<file path="src/sv/crm_pkg.sv">
`timescale 1ns / 1ps

package crm_pkg;

    // Field widths fixed by the CIGAR entry format
    localparam int OP_W      = 4;
    localparam int IN_LEN_W  = 28;

    // Results one entry can cause, and result queue depth
    localparam int MAX_RES   = 3;
    localparam int RES_CNT_W = 2;
    localparam int Q_DEPTH   = 4;
    localparam int Q_CNT_W   = 3;

    typedef logic [OP_W-1:0] op_t;

    // CIGAR op codes of interest
    localparam op_t OP_NONE = 4'd0;
    localparam op_t OP_INS  = 4'd1;
    localparam op_t OP_SOFT = 4'd4;

    // Everything of a result item except its length
    typedef struct packed {
        op_t  op;
        logic last;
        logic empty;
        logic sat;
    } res_tag_t;

endpackage

</file>
<file path="src/sv/crm_merge.sv">
`timescale 1ns / 1ps

module crm_merge
    import crm_pkg::*;
#(
    parameter int LEN_BITS = 28
)
(
    input  logic                                 clk,
    input  logic                                 rst_n,
    input  logic                                 step,
    input  op_t                                  op,
    input  logic [IN_LEN_W-1:0]                  len_in,
    input  logic                                 rec_end,
    output logic [RES_CNT_W-1:0]                 res_cnt,
    output res_tag_t [MAX_RES-1:0]               res_tag,
    output logic [MAX_RES-1:0][LEN_BITS-1:0]     res_len
);

    localparam logic [32:0]          LEN_MAX_W = (33'd1 << LEN_BITS) - 33'd1;
    localparam logic [LEN_BITS-1:0]  LEN_MAX   = {LEN_BITS{1'b1}};

    typedef struct packed {
        logic                vld;
        op_t                 op;
        logic [LEN_BITS-1:0] len;
        logic                sat;
    } run_t;

    typedef struct packed {
        run_t run;
        logic emit_vld;
        run_t emit;
    } add_res_t;

    // Fold one entry into the open run, emitting the run when the op changes
    function automatic add_res_t add_run(input run_t r, input logic en, input op_t a_op,
                                         input logic [LEN_BITS-1:0] a_len, input logic a_sat);
        add_res_t          res;
        logic [LEN_BITS:0] sum;
        res          = '{run: r, emit_vld: 1'b0, emit: r};
        sum          = {1'b0, r.len} + {1'b0, a_len};
        if (en && (a_len != '0))
        begin
            if (r.vld && (r.op == a_op))
            begin
                res.run.len = sum[LEN_BITS] ? LEN_MAX : sum[LEN_BITS-1:0];
                res.run.sat = r.sat | sum[LEN_BITS] | a_sat;
            end
            else
            begin
                res.emit_vld = r.vld;
                res.run      = '{vld: 1'b1, op: a_op, len: a_len, sat: a_sat};
            end
        end
        return res;
    endfunction

    // Merge state
    logic                lead_reg, lead_next;
    run_t                run_reg, run_next;
    logic                tail_open_reg, tail_open_next;
    logic [LEN_BITS-1:0] tail_len_reg, tail_len_next;
    logic                tail_sat_reg, tail_sat_next;

    always_ff @(posedge clk or negedge rst_n)
    begin
        if (!rst_n)
        begin
            lead_reg      <= 1'b1;
            run_reg       <= '0;
            tail_open_reg <= 1'b0;
            tail_len_reg  <= '0;
            tail_sat_reg  <= 1'b0;
        end
        else if (step)
        begin
            lead_reg      <= lead_next;
            run_reg       <= run_next;
            tail_open_reg <= tail_open_next;
            tail_len_reg  <= tail_len_next;
            tail_sat_reg  <= tail_sat_next;
        end
    end

    // Entry handling: clamp, tail update, up to two run folds, record close
    always_comb
    begin
        logic [32:0]               len_wide;
        logic                      in_sat;
        logic [LEN_BITS-1:0]       len_c;
        logic                      is_ins;
        logic [LEN_BITS:0]         tail_sum;
        logic [LEN_BITS-1:0]       tail_new;
        logic                      tail_sat_new;
        run_t                      c1_run;
        logic                      c1_en;
        op_t                       c1_op;
        logic [LEN_BITS-1:0]       c1_len;
        logic                      c1_sat;
        add_res_t                  c1;
        add_res_t                  c2;
        logic [MAX_RES-1:0]        e_vld;
        res_tag_t [MAX_RES-1:0]    e_tag;
        logic [MAX_RES-1:0][LEN_BITS-1:0] e_len;
        logic [RES_CNT_W-1:0]      cnt;

        len_wide     = 33'(len_in);
        in_sat       = len_wide > LEN_MAX_W;
        len_c        = in_sat ? LEN_MAX : len_wide[LEN_BITS-1:0];
        is_ins       = (op == OP_INS);

        tail_sum     = {1'b0, tail_len_reg} + {1'b0, len_c};
        tail_new     = tail_sum[LEN_BITS] ? LEN_MAX : tail_sum[LEN_BITS-1:0];
        tail_sat_new = tail_sat_reg | tail_sum[LEN_BITS] | in_sat;

        lead_next      = lead_reg;
        tail_open_next = tail_open_reg;
        tail_len_next  = tail_len_reg;
        tail_sat_next  = tail_sat_reg;
        c1_run         = run_reg;

        // first fold: leading insertion, closing tail, or tail turned insertion
        if (is_ins && lead_reg)
        begin
            c1_en  = 1'b1;
            c1_op  = OP_SOFT;
            c1_len = len_c;
            c1_sat = in_sat;
        end
        else if (is_ins)
        begin
            tail_open_next = 1'b1;
            tail_len_next  = tail_new;
            tail_sat_next  = tail_sat_new;
            c1_en  = rec_end;
            c1_op  = OP_SOFT;
            c1_len = tail_new;
            c1_sat = tail_sat_new;
        end
        else
        begin
            lead_next      = 1'b0;
            tail_open_next = 1'b0;
            tail_len_next  = '0;
            tail_sat_next  = 1'b0;
            c1_en  = tail_open_reg;
            c1_op  = OP_INS;
            c1_len = tail_len_reg;
            c1_sat = tail_sat_reg;
        end

        c1 = add_run(c1_run, c1_en, c1_op, c1_len, c1_sat);
        // second fold: the non-insertion entry itself
        c2 = add_run(c1.run, !is_ins, op, len_c, in_sat);

        run_next = c2.run;

        e_vld[0] = c1.emit_vld;
        e_tag[0] = '{op: c1.emit.op, last: 1'b0, empty: 1'b0, sat: c1.emit.sat};
        e_len[0] = c1.emit.len;
        e_vld[1] = c2.emit_vld;
        e_tag[1] = '{op: c2.emit.op, last: 1'b0, empty: 1'b0, sat: c2.emit.sat};
        e_len[1] = c2.emit.len;
        e_vld[2] = rec_end;
        if (c2.run.vld)
        begin
            e_tag[2] = '{op: c2.run.op, last: 1'b1, empty: 1'b0, sat: c2.run.sat};
            e_len[2] = c2.run.len;
        end
        else
        begin
            e_tag[2] = '{op: OP_NONE, last: 1'b1, empty: 1'b1, sat: 1'b0};
            e_len[2] = '0;
        end

        // record closed: back to the reset state
        if (rec_end)
        begin
            lead_next      = 1'b1;
            run_next       = '0;
            tail_open_next = 1'b0;
            tail_len_next  = '0;
            tail_sat_next  = 1'b0;
        end

        // pack the results in order
        cnt     = '0;
        res_tag = '0;
        res_len = '0;
        for (int k = 0; k < MAX_RES; k++)
        begin
            if (e_vld[k])
            begin
                res_tag[cnt] = e_tag[k];
                res_len[cnt] = e_len[k];
                cnt          = cnt + 1'b1;
            end
        end
        res_cnt = cnt;
    end

endmodule

</file>
<file path="src/sv/crm_queue.sv">
`timescale 1ns / 1ps

module crm_queue
    import crm_pkg::*;
#(
    parameter int LEN_BITS = 28
)
(
    input  logic                             clk,
    input  logic                             rst_n,
    input  logic                             push,
    input  logic [RES_CNT_W-1:0]             push_cnt,
    input  res_tag_t [MAX_RES-1:0]           push_tag,
    input  logic [MAX_RES-1:0][LEN_BITS-1:0] push_len,
    output logic                             room,
    output logic                             head_vld,
    input  logic                             head_rdy,
    output res_tag_t                         head_tag,
    output logic [LEN_BITS-1:0]              head_len
);

    // Shifting queue: slot 0 is always the head
    res_tag_t            tag_reg [Q_DEPTH];
    res_tag_t            tag_next [Q_DEPTH];
    logic [LEN_BITS-1:0] len_reg [Q_DEPTH];
    logic [LEN_BITS-1:0] len_next [Q_DEPTH];
    logic [Q_CNT_W-1:0]  cnt_reg, cnt_next;
    logic                pop;

    assign head_vld = (cnt_reg != '0);
    assign head_tag = tag_reg[0];
    assign head_len = len_reg[0];
    assign pop      = head_vld && head_rdy;
    // room for every result of the waiting item, without counting on a pop
    assign room     = ({1'b0, cnt_reg} + 4'(push_cnt)) <= 4'(Q_DEPTH);

    always_comb
    begin
        logic [Q_CNT_W-1:0] base;
        logic [Q_CNT_W-1:0] j;
        base = cnt_reg - Q_CNT_W'(pop);
        for (int i = 0; i < Q_DEPTH; i++)
        begin
            j           = Q_CNT_W'(i) - base;
            tag_next[i] = tag_reg[i];
            len_next[i] = len_reg[i];
            if (Q_CNT_W'(i) < base)
            begin
                if (pop)
                begin
                    tag_next[i] = tag_reg[(i + 1 < Q_DEPTH) ? i + 1 : i];
                    len_next[i] = len_reg[(i + 1 < Q_DEPTH) ? i + 1 : i];
                end
            end
            else if (push && (j < Q_CNT_W'(push_cnt)))
            begin
                tag_next[i] = push_tag[j[RES_CNT_W-1:0]];
                len_next[i] = push_len[j[RES_CNT_W-1:0]];
            end
        end
        cnt_next = base + (push ? Q_CNT_W'(push_cnt) : '0);
    end

    always_ff @(posedge clk or negedge rst_n)
    begin
        if (!rst_n)
        begin
            cnt_reg <= '0;
        end
        else
        begin
            cnt_reg <= cnt_next;
        end
    end

    always_ff @(posedge clk)
    begin
        for (int i = 0; i < Q_DEPTH; i++)
        begin
            tag_reg[i] <= tag_next[i];
            len_reg[i] <= len_next[i];
        end
    end

endmodule

</file>
<file path="src/sv/cigar_run_merge_core.sv">
`timescale 1ns / 1ps

// Channel   Handshake              Item fields
// -------   --------------------   -----------------------------------------------
// in        in_valid / in_ready    op_code, op_length, record_end
// out       out_valid / out_ready  merged_op, merged_length, last_of_record,
//                                  record_empty, length_saturated
//
// One CIGAR entry per cycle while the queue has room: entry register, one pass of
// merge logic, then a four-slot result queue. An entry waits in the entry register
// while the queue lacks room for all of its results, a result leaving in that cycle
// not counted; one result drains per cycle while out_ready is high.
// Reset opens a fresh record and empties both the entry register and the queue.

module cigar_run_merge_core
    import crm_pkg::*;
#(
    parameter int LEN_BITS = 28
)
(
    input  logic                clk,
    input  logic                rst_n,
    input  logic                in_valid,
    output logic                in_ready,
    input  op_t                 op_code,
    input  logic [IN_LEN_W-1:0] op_length,
    input  logic                record_end,
    output logic                out_valid,
    input  logic                out_ready,
    output op_t                 merged_op,
    output logic [LEN_BITS-1:0] merged_length,
    output logic                last_of_record,
    output logic                record_empty,
    output logic                length_saturated
);

    // Entry register
    logic                in_vld_reg, in_vld_next;
    op_t                 op_reg;
    logic [IN_LEN_W-1:0] len_reg;
    logic                end_reg;
    logic                step;
    logic                room;

    logic [RES_CNT_W-1:0]             res_cnt;
    res_tag_t [MAX_RES-1:0]           res_tag;
    logic [MAX_RES-1:0][LEN_BITS-1:0] res_len;
    res_tag_t                         head_tag;

    assign step        = in_vld_reg && room;
    assign in_ready    = !in_vld_reg || step;
    assign in_vld_next = (in_valid && in_ready) || (in_vld_reg && !step);

    always_ff @(posedge clk or negedge rst_n)
    begin
        if (!rst_n)
        begin
            in_vld_reg <= 1'b0;
        end
        else
        begin
            in_vld_reg <= in_vld_next;
        end
    end

    always_ff @(posedge clk)
    begin
        if (in_valid && in_ready)
        begin
            op_reg  <= op_code;
            len_reg <= op_length;
            end_reg <= record_end;
        end
    end

    crm_merge #(
        .LEN_BITS (LEN_BITS)
    ) u_merge (
        .clk     (clk),
        .rst_n   (rst_n),
        .step    (step),
        .op      (op_reg),
        .len_in  (len_reg),
        .rec_end (end_reg),
        .res_cnt (res_cnt),
        .res_tag (res_tag),
        .res_len (res_len)
    );

    crm_queue #(
        .LEN_BITS (LEN_BITS)
    ) u_queue (
        .clk      (clk),
        .rst_n    (rst_n),
        .push     (step),
        .push_cnt (res_cnt),
        .push_tag (res_tag),
        .push_len (res_len),
        .room     (room),
        .head_vld (out_valid),
        .head_rdy (out_ready),
        .head_tag (head_tag),
        .head_len (merged_length)
    );

    assign merged_op        = head_tag.op;
    assign last_of_record   = head_tag.last;
    assign record_empty     = head_tag.empty;
    assign length_saturated = head_tag.sat;

    // A record's final entry always closes with at least one result
    a_end_gives_result: assert property (@(posedge clk) disable iff (!rst_n)
        step && end_reg |-> res_cnt != '0)
        else $error("record end produced no result");

    // The empty marker only ever closes a record, with zero length
    a_empty_shape: assert property (@(posedge clk) disable iff (!rst_n)
        out_valid && record_empty |-> last_of_record && merged_length == '0
                                      && !length_saturated)
        else $error("malformed empty-record result");

    // Zero-length entries never survive the merge
    a_no_zero_len: assert property (@(posedge clk) disable iff (!rst_n)
        out_valid && !record_empty |-> merged_length != '0)
        else $error("zero-length merged entry");

endmodule

</file>
<file path="config.mk">
export PLATFORM = sky130hd
export DESIGN_NAME = cigar_run_merge_core
export DESIGN_NICKNAME = d
export VERILOG_FILES = /design/src/sv/crm_pkg.sv /design/src/sv/crm_merge.sv /design/src/sv/crm_queue.sv /design/src/sv/cigar_run_merge_core.sv
export SDC_FILE = /design/constraint.sdc
export NUM_CORES = 1
export LEC_CHECK = 0
export BUFFER_PORTS_ARGS = -buffer_cell sky130_fd_sc_hd__buf_2
export CAP_MARGIN = 10
export CORE_UTILIZATION = 32
export DETAILED_ROUTE_END_ITERATION = 10
export SLEW_MARGIN = 25
export SYNTH_ARGS = -nofsm -noshare
export SYNTH_HDL_FRONTEND = slang
export SYNTH_SLANG_ARGS = --single-unit
</file>
<file path="constraint.sdc">
create_clock -name clk -period 11.6 [get_ports clk]
set_input_delay 0.58 -clock clk [delete_from_list [all_inputs] [get_ports clk]]
set_output_delay 0.58 -clock clk [all_outputs]
set_load 0.1 [all_outputs]
</file>
Word-level counts from Yosys, hierarchy flattened
Memory sizes are Yosys's and may differ from the RTL's.
Cells that the tools add are included.
{"block": "word_totals", "regBits": 102, "ram_bits": 140, "input_bits": 37, "out_inout_bits": 37, "elab_cells": 172, "n_memories": 2}
{"block": "classes", "addsub": 12, "magnitude_cmp": 17, "eq_ne": 5, "mux": 94, "bitwise_logic": 4, "reduce_logical": 25}
{"name": "u_queue.len_reg", "depth": 4, "word_bits": 28, "rd": 4, "rd_clocked_by_memory_dff": 0, "wr": 4, "line": "crm_queue.sv:25", "text": "logic [LEN_BITS-1:0] len_reg [Q_DEPTH];"}
{"name": "u_queue.tag_reg", "depth": 4, "word_bits": 7, "rd": 4, "rd_clocked_by_memory_dff": 0, "wr": 4, "line": "crm_queue.sv:23", "text": "res_tag_t tag_reg [Q_DEPTH];"}
{"cell": "two-way mux 28 bit", "count": 27}
{"cell": "binary-select mux 28 bit (select 2 bit)", "count": 4}
{"cell": "bitwise mux 84 bit", "count": 2}
{"cell": "two-way mux 84 bit", "count": 2}
{"cell": "two-way mux 7 bit", "count": 19}
{"cell": "demux 28 bit (select 2 bit)", "count": 2}
{"cell": "adder 28 x 28 -> 29 bit", "count": 3}
{"cell": "two-way mux 35 bit", "count": 2}
{"cell": "two-way mux 29 bit", "count": 2}
{"cell": "binary-select mux 7 bit (select 2 bit)", "count": 4}
{"cell": "nonzero test 28 bit", "count": 2}
{"cell": "bitwise mux 21 bit", "count": 2}
{"cell": "two-way mux 21 bit", "count": 2}
{"cell": "two-way mux 34 bit", "count": 1}
{"cell": "demux 7 bit (select 2 bit)", "count": 2}
{"cell": "two-way mux 1 bit", "count": 16}
{"cell": "logical AND 1 bit", "count": 15}
{"cell": "< comparator 2 x 3 -> 1 bit, second input constant", "count": 5}
{"cell": "< comparator 3 x 2 -> 1 bit", "count": 4}
{"cell": "two-way mux 5 bit", "count": 2}
{"cell": "equality test 4 bit", "count": 2}
{"cell": "< comparator 1 x 3 -> 1 bit, first input constant", "count": 2}
{"cell": "< comparator 2 x 3 -> 1 bit, first input constant", "count": 2}
{"cell": "two-way mux 2 bit", "count": 3}
{"cell": "other kinds (21)", "count": 30}

Logic depth before layout (Yosys ltp)
Gate-level depths: netlist (run 1).
{"block": "logic_depth", "word_depth": 24, "depth_mapped": 41}

By module
A second synthesis (run 1) with hierarchy kept.
{"block": "unflattened", "hier_cells": 2211, "area_unflattened_um2": 20195.6}
{"module": "crm_merge", "n_inst": 1, "cells_per_inst": 1546, "area_per_inst_um2": 11180.7, "seq_area_each_um2": 1627.8}
{"module": "crm_queue", "n_inst": 1, "cells_per_inst": 627, "area_per_inst_um2": 7963.9, "seq_area_each_um2": 4279.1}
{"module": "cigar_run_merge_core", "n_inst": 1, "cells_per_inst": 38, "area_per_inst_um2": 1051.0, "seq_area_each_um2": 1016.0}

Worst setup path after synthesis (run 1)
No wires, ideal clock.
{"block": "synth_path", "path_kind": "reg2reg", "start": "register len_reg[0] (netlist name)", "end": "memory u_queue.len_reg[3][0], enable pin", "arrival_ps": 9484, "required_ps": 11085, "setup_slack_ps": 1601, "path_stages_with_launch": 25, "path_buffers": 1, "synth_period_minus_slack_ps": 9999, "path_cell_list": "edfxtp_1 ha_1 fa_1 a21o_1 a221o_1 a31oi_2 and2_2 a21oi_4 a221o_1 a2111oi_2 o2111a_1 and2_4 mux2_2 o21ai_1 ha_1 xnor2_1 inv_1 ha_1 fa_1 nor2_1 o21ai_0 a21oi_1 nand2_1 clkbuf_1 nor4_1"}
{"item": "end, declared", "line": "crm_queue.sv:25"}

==> results of run 1 <==
[cell families (layout without fill, tap and decap cells)]
kind of cell,after synthesis,in the layout
AO/OA/AOI/OAI,868,868
XOR/XNOR,75,75
adder cells (fa/ha/maj),105,105
buffers and inverters,213,265
flip-flops,242,242
multiplexers,46,46
AND/OR/NAND/NOR,626,626
[final cells by class]
type / instances / share of cell area [%]
tap: 773 / 4.53
timing repair buffer: 124 / 3.59
sequential: 242 / 32.4
multi-input combinational: 1720 / 53.2
clock buffer: 31 / 3.53
inverter: 85 / 1.49
clock inverter: 25 / 1.23
[worst min-delay path by stage]
| stage | from | end | slack, ps | cells after the start |
|---|---|---|---|---|
| floorplan | rst_n | in_vld_reg | 280 | 0 |
| global placement | u_queue.len_reg[3][21] | u_queue.len_reg[2][21] | 490 | 2 |
| detailed placement | u_queue.len_reg[3][2] | u_queue.len_reg[2][2] | 500 | 2 |
| CTS | op_length[12] | len_reg[12] | 120 | 1 |
| global route | rst_n | in_vld_reg | 70 | 1 |
| finish | rst_n | in_vld_reg | 20 | 1 |
[through the flow]
| stage | instance area, µm² | util (%) |
|---|---|---|
| after floorplan | 19100 | - |
| after global placement | 20300 | 34.5 |
| after detailed placement | 20300 | 34.5 |
| after CTS | 21300 | 36.2 |
| after global routing | 21400 | 36.3 |
| final | 21400 | 36.3 |
[metal layers]
| metal | GRT usage, % | vias to the layer above |
|---|---|---|
| met1 | 34.5 | 9144 |
| met5 | 0 | - |
| met4 | 10.4 | 2 |
| li1 | - | 8404 |
| met3 | 4.11 | 197 |
| met2 | 40.9 | 1106 |
[worst max-delay path: cells and delay by family (launching register included)]
| family | cells | cell delay [ps] |
|---|---|---|
| flip-flops | 1 | 660 |
| AO/OA/AOI/OAI | 21 | 6110 |
| AND/OR/NAND/NOR | 8 | 1640 |
| adder cells (fa/ha/maj) | 3 | 1440 |
| buffers and inverters | 2 | 270 |
[placed cells by master, fill, tap and decap left out, types with 31 or more instances in the layout]
| cell | instances |
|---|---|
| a21o_1 | 60 |
| edfxtp_1 | 173 |
| buf_2 | 72 |
| o21ai_0 | 193 |
| xnor2_1 | 45 |
| a22o_1 | 48 |
| nand2_1 | 238 |
| nand3_1 | 43 |
| buf_4 | 50 |
| nor3_1 | 31 |
| a21oi_1 | 179 |
| nor2_1 | 159 |
| dfrtp_1 | 68 |
| inv_1 | 82 |
| a22oi_1 | 55 |
| ha_1 | 100 |
| a31oi_1 | 35 |
==> results.toml, run 1 <==
[timing]
clock_skew_ps = 14.4
fin_crit_ps = 10440
finalSetupViolCount = 0
fin_ws_ps = 1160
min_period_over_period_pct = 90.0
worst_pin_slew_ps = 1110
rsz0062_at_grt = "no"
hold_ws_ps = 21.4
clock.fmax_mhz = 95.8
maxSlewViolCount = 0
fin_tns_setup_ps = 0
slew_headroom_pct = 26.1
finalHoldViolCount = 0

[job]
cap_violations = 0

[route]
drcViolationCount = 0
routed.top_layer = "met5"
wl_met2_mm = 36.1
wl_met1_mm = 33.0
drtPass1Iterations = 9
vias = 18853
postRouteAntennaNets = 0
routed_wire_length_per_instance_um = 26.6
drt_iter0_drc = 2237
wl_met3_mm = 7.05
wirelength_mm = 79.7
via_per_inst = 6.28

[placement]
place_ws_ps = 1450
dp_hpwl_mm = 59.5
io_buffers = 73
place_congestion = 0.983
dp.cells = 2944

[yosys]
ys_ff_latch = 242
synth-xor-area-share_pct = 3.45
yosys.area_share.simple_pct = 15.2
postSynthCellCount = 2175
synth.area.mux_share_pct = 2.63
synthAdderAreaFrac_pct = 7.09
syn_area_um2 = 19100
synth.distinct_cells = 98
synth_edf_count = 173
syn_nets = 2317
synth_top_family_by_area = "compound AO/OA/AOI/OAI gates"
synth.top_cells.by_count = "nand2_1, o21ai_0, a21oi_1"
synth_top_cell_by_area = "edfxtp_1"
synth_most_common_cell = "nand2_1"
syn_area_per_cell_um2 = 8.76
ys.flop_type = "edfxtp_1"
yosysSeqAreaShare_pct = 36.3
synth_top_area_share_pct = 27.3
yosysWarnings = 0
synth_compound_area_share_pct = 30.8
synth.top_cells.by_area = "edfxtp_1, dfrtp_1, ha_1, o21ai_0, a21oi_1"
async_flop_share_pct = 28.5

[clocking]
clkTransAtPathRegs_ps = 60
cts_resized = 0
cts_root_buf = "clkbuf_16"
post_cts_buffers = 0
cts_tree = "yes"
holdBufCountCts = 0
cts_sinks = 242
insertion_delay_ps = 610
numCtsBuffers = 30
h-tree-depth = 1
cts.path.max_buffers = 3

[layout]
nNetsFinal = 2345
largest_reg_flops = 112
fill_cells = 5980
syn_to_final_growth_pct = 12.1
ff_latch_area_um2 = 6920
final_layout_size_suffix_gt1_share_pct = 11.2
multi_input_area_um2 = 11400
n_antenna_cell = 0
fin_cells = 3000

[floorplanning]
pin_count = 74
die_area_um2 = 60500
rows = 89
die_w_um = 246
start_util_pct = 32.3
die_y_um = 246
core-area_um2 = 58900

[worst_setup_path]
crit_path_end_kind = "register"
timing.critical_path.from_type = "register"
path_max_fanout = 11
r2r_cells = 34
endpoint = "u_queue.len_reg[1][25]"
timing.rr.start = "len_reg[23]"
worstReg2RegEnd = "u_queue.len_reg[1][25]"
crit_top_cell = "o21ai_0"
cp_slowest_cell = "o31ai_1"
cpPeakStageDelay_ps = 670
crit_start = "len_reg[23]"
worst_ep_required_time_ps = 11930
rrSetupSlack_ps = 1160
cp.arrival_ps = 10770
crit_type = "reg -> reg"

[global_route]
grt_pass1_wl_mm = 117
grt_remaining_overflow = 0
grt_max_degree = 70
grt_usage_pct = 25.7
grt_antenna_before_repair = 1
grt_pass1_vias = 17628

[worst_hold_path]
hold_path_class = "in -> async"

[outcome]
status = "complete, no violations"
Power of run 1 is not shown: default switching activity piles up to over one toggle a cycle in this logic, so the estimate is an artifact.
==> inputs of run 2 (changes only) <==
Settings changed: CORE_MARGIN set to 2.
==> results.toml, run 2 (same netlist as run 1, synthesis figures left out) <==
[worst_setup_path]
cp_slowest_cell = "o31ai_1"
r2r_cells = 35
crit_path_end_kind = "register"
rrSetupSlack_ps = 760
worstReg2RegEnd = "u_queue.len_reg[1][25]"
path_max_fanout = 10
crit_start = "len_reg[22]"
cp.arrival_ps = 11160
timing.rr.start = "len_reg[22]"
cpPeakStageDelay_ps = 680
worst_ep_required_time_ps = 11920
timing.critical_path.from_type = "register"
crit_type = "reg -> reg"

[layout]
fin_area_um2 = 21300
largest_reg_flops = 112
syn_to_final_growth_pct = 11.9
n_antenna_cell = 0
layout_common_cells = "nand2_1, o21ai_0, a21oi_1, edfxtp_1, nor2_1"
final_layout_size_suffix_gt1_share_pct = 10.7
nNetsFinal = 2345
layout_commonest_cell = "nand2_1"
fill_cells = 6007

[placement]
io_buffers = 73
dp_hpwl_mm = 61.2
place_congestion = 1.00
postPlaceCellArea_um2 = 20300

[clocking]
post_cts_buffers = 0
cts.path.max_buffers = 3
h-tree-depth = 1
holdBufCountCts = 0
cts_resized = 0
numCtsBuffers = 30
cts_root_buf = "clkbuf_16"
insertion_delay_ps = 620
cts_tree = "yes"
clkTransAtPathRegs_ps = 60
cts_sinks = 242

[timing]
fin_crit_ps = 10840
min_period_over_period_pct = 93.4
rsz0062_at_grt = "no"
finalHoldViolCount = 1
clock.fmax_mhz = 92.3
finalSetupViolCount = 0
hold_ws_ps = -7.23
maxSlewViolCount = 0
worst_pin_slew_ps = 1100
clock_skew_ps = 25.0
fin_tns_setup_ps = 0
slew_headroom_pct = 26.3

[route]
drtPass1Iterations = 7
drt_iter0_drc = 2611
vias = 18936
routed_wire_length_per_instance_um = 27.2
drcViolationCount = 0
via_per_inst = 6.32
wirelength_mm = 81.4
postRouteAntennaNets = 0

[global_route]
grt_pass1_wl_mm = 120
grt_max_degree = 70
grt_antenna_before_repair = 0
grt_pass1_vias = 18137
grt_usage_pct = 25.9
grt_remaining_overflow = 0

[floorplanning]
start_util_pct = 32.3
die_area_um2 = 61500
die_y_um = 248
die_w_um = 248
core-area_um2 = 58900
rows = 89
pin_count = 74

[worst_hold_path]
hold_path_class = "in -> async"

[job]
cap_violations = 0

[outcome]
violations = "hold timing"
status = "finished with violations"
==> run 2: per-stage QoR <==
stage	setup WS (ps)	utilization (%)	hold slack, ps	cells
2_1_floorplan	1600	-	284	2175
3_3_place_gp	1280	34.5	485	2944
3_5_place_dp	1130	34.5	499	2944
4_1_cts	1100	36.2	120	2998
5_1_grt	29.4	36.2	51.3	2998
6_report	760	36.2	-7.23	2998
==> run 2: worst max path at each step <==
| stage | endpoint | depth (start not counted) | slack, ps |
|---|---|---|---|
| floorplan | u_queue.len_reg[3][0] | 24 | 1600 |
| global route | u_queue.len_reg[1][25] | 35 | 30 |
| finish | u_queue.len_reg[1][25] | 35 | 760 |
| CTS | u_queue.len_reg[1][25] | 35 | 1100 |
| global placement | u_queue.len_reg[1][25] | 33 | 1280 |
| detailed placement | u_queue.len_reg[1][25] | 35 | 1130 |
==> run 2: critical path: cells and delay by family, from the launching register on <==
| kind | cells | cell delay [ps] |
|---|---|---|
| compound gates | 20 | 6160 |
| fa+ha+maj | 4 | 1670 |
| buf+inv | 2 | 250 |
| flops | 1 | 550 |
| simple gates | 9 | 1870 |
==> run 2: layout make-up <==
type / instances / area (µm²) / area share (%)
Sequential cell: 242 / 6920 / 32.5
Clock inverter: 21 / 233 / 1.09
Multi-Input combinational cell: 1720 / 11300 / 53.2
Clock buffer: 33 / 772 / 3.62
Inverter: 85 / 319 / 1.50
Timing Repair Buffer: 124 / 767 / 3.60
Tap cell: 773 / 967 / 4.54
==> run 2: layer usage <==
| layer | vias up | GRT usage (%) | routed length, µm |
|---|---|---|---|
| met1 | 9210 | 34.6 | 33500 |
| met4 | 0 | 10.4 | 3730 |
| met2 | 1130 | 42.2 | 37400 |
| met5 | - | 0 | 0 |
| met3 | 203 | 3.70 | 6720 |
| li1 | 8393 | - | - |
Power of run 2 is left out for the same reason.
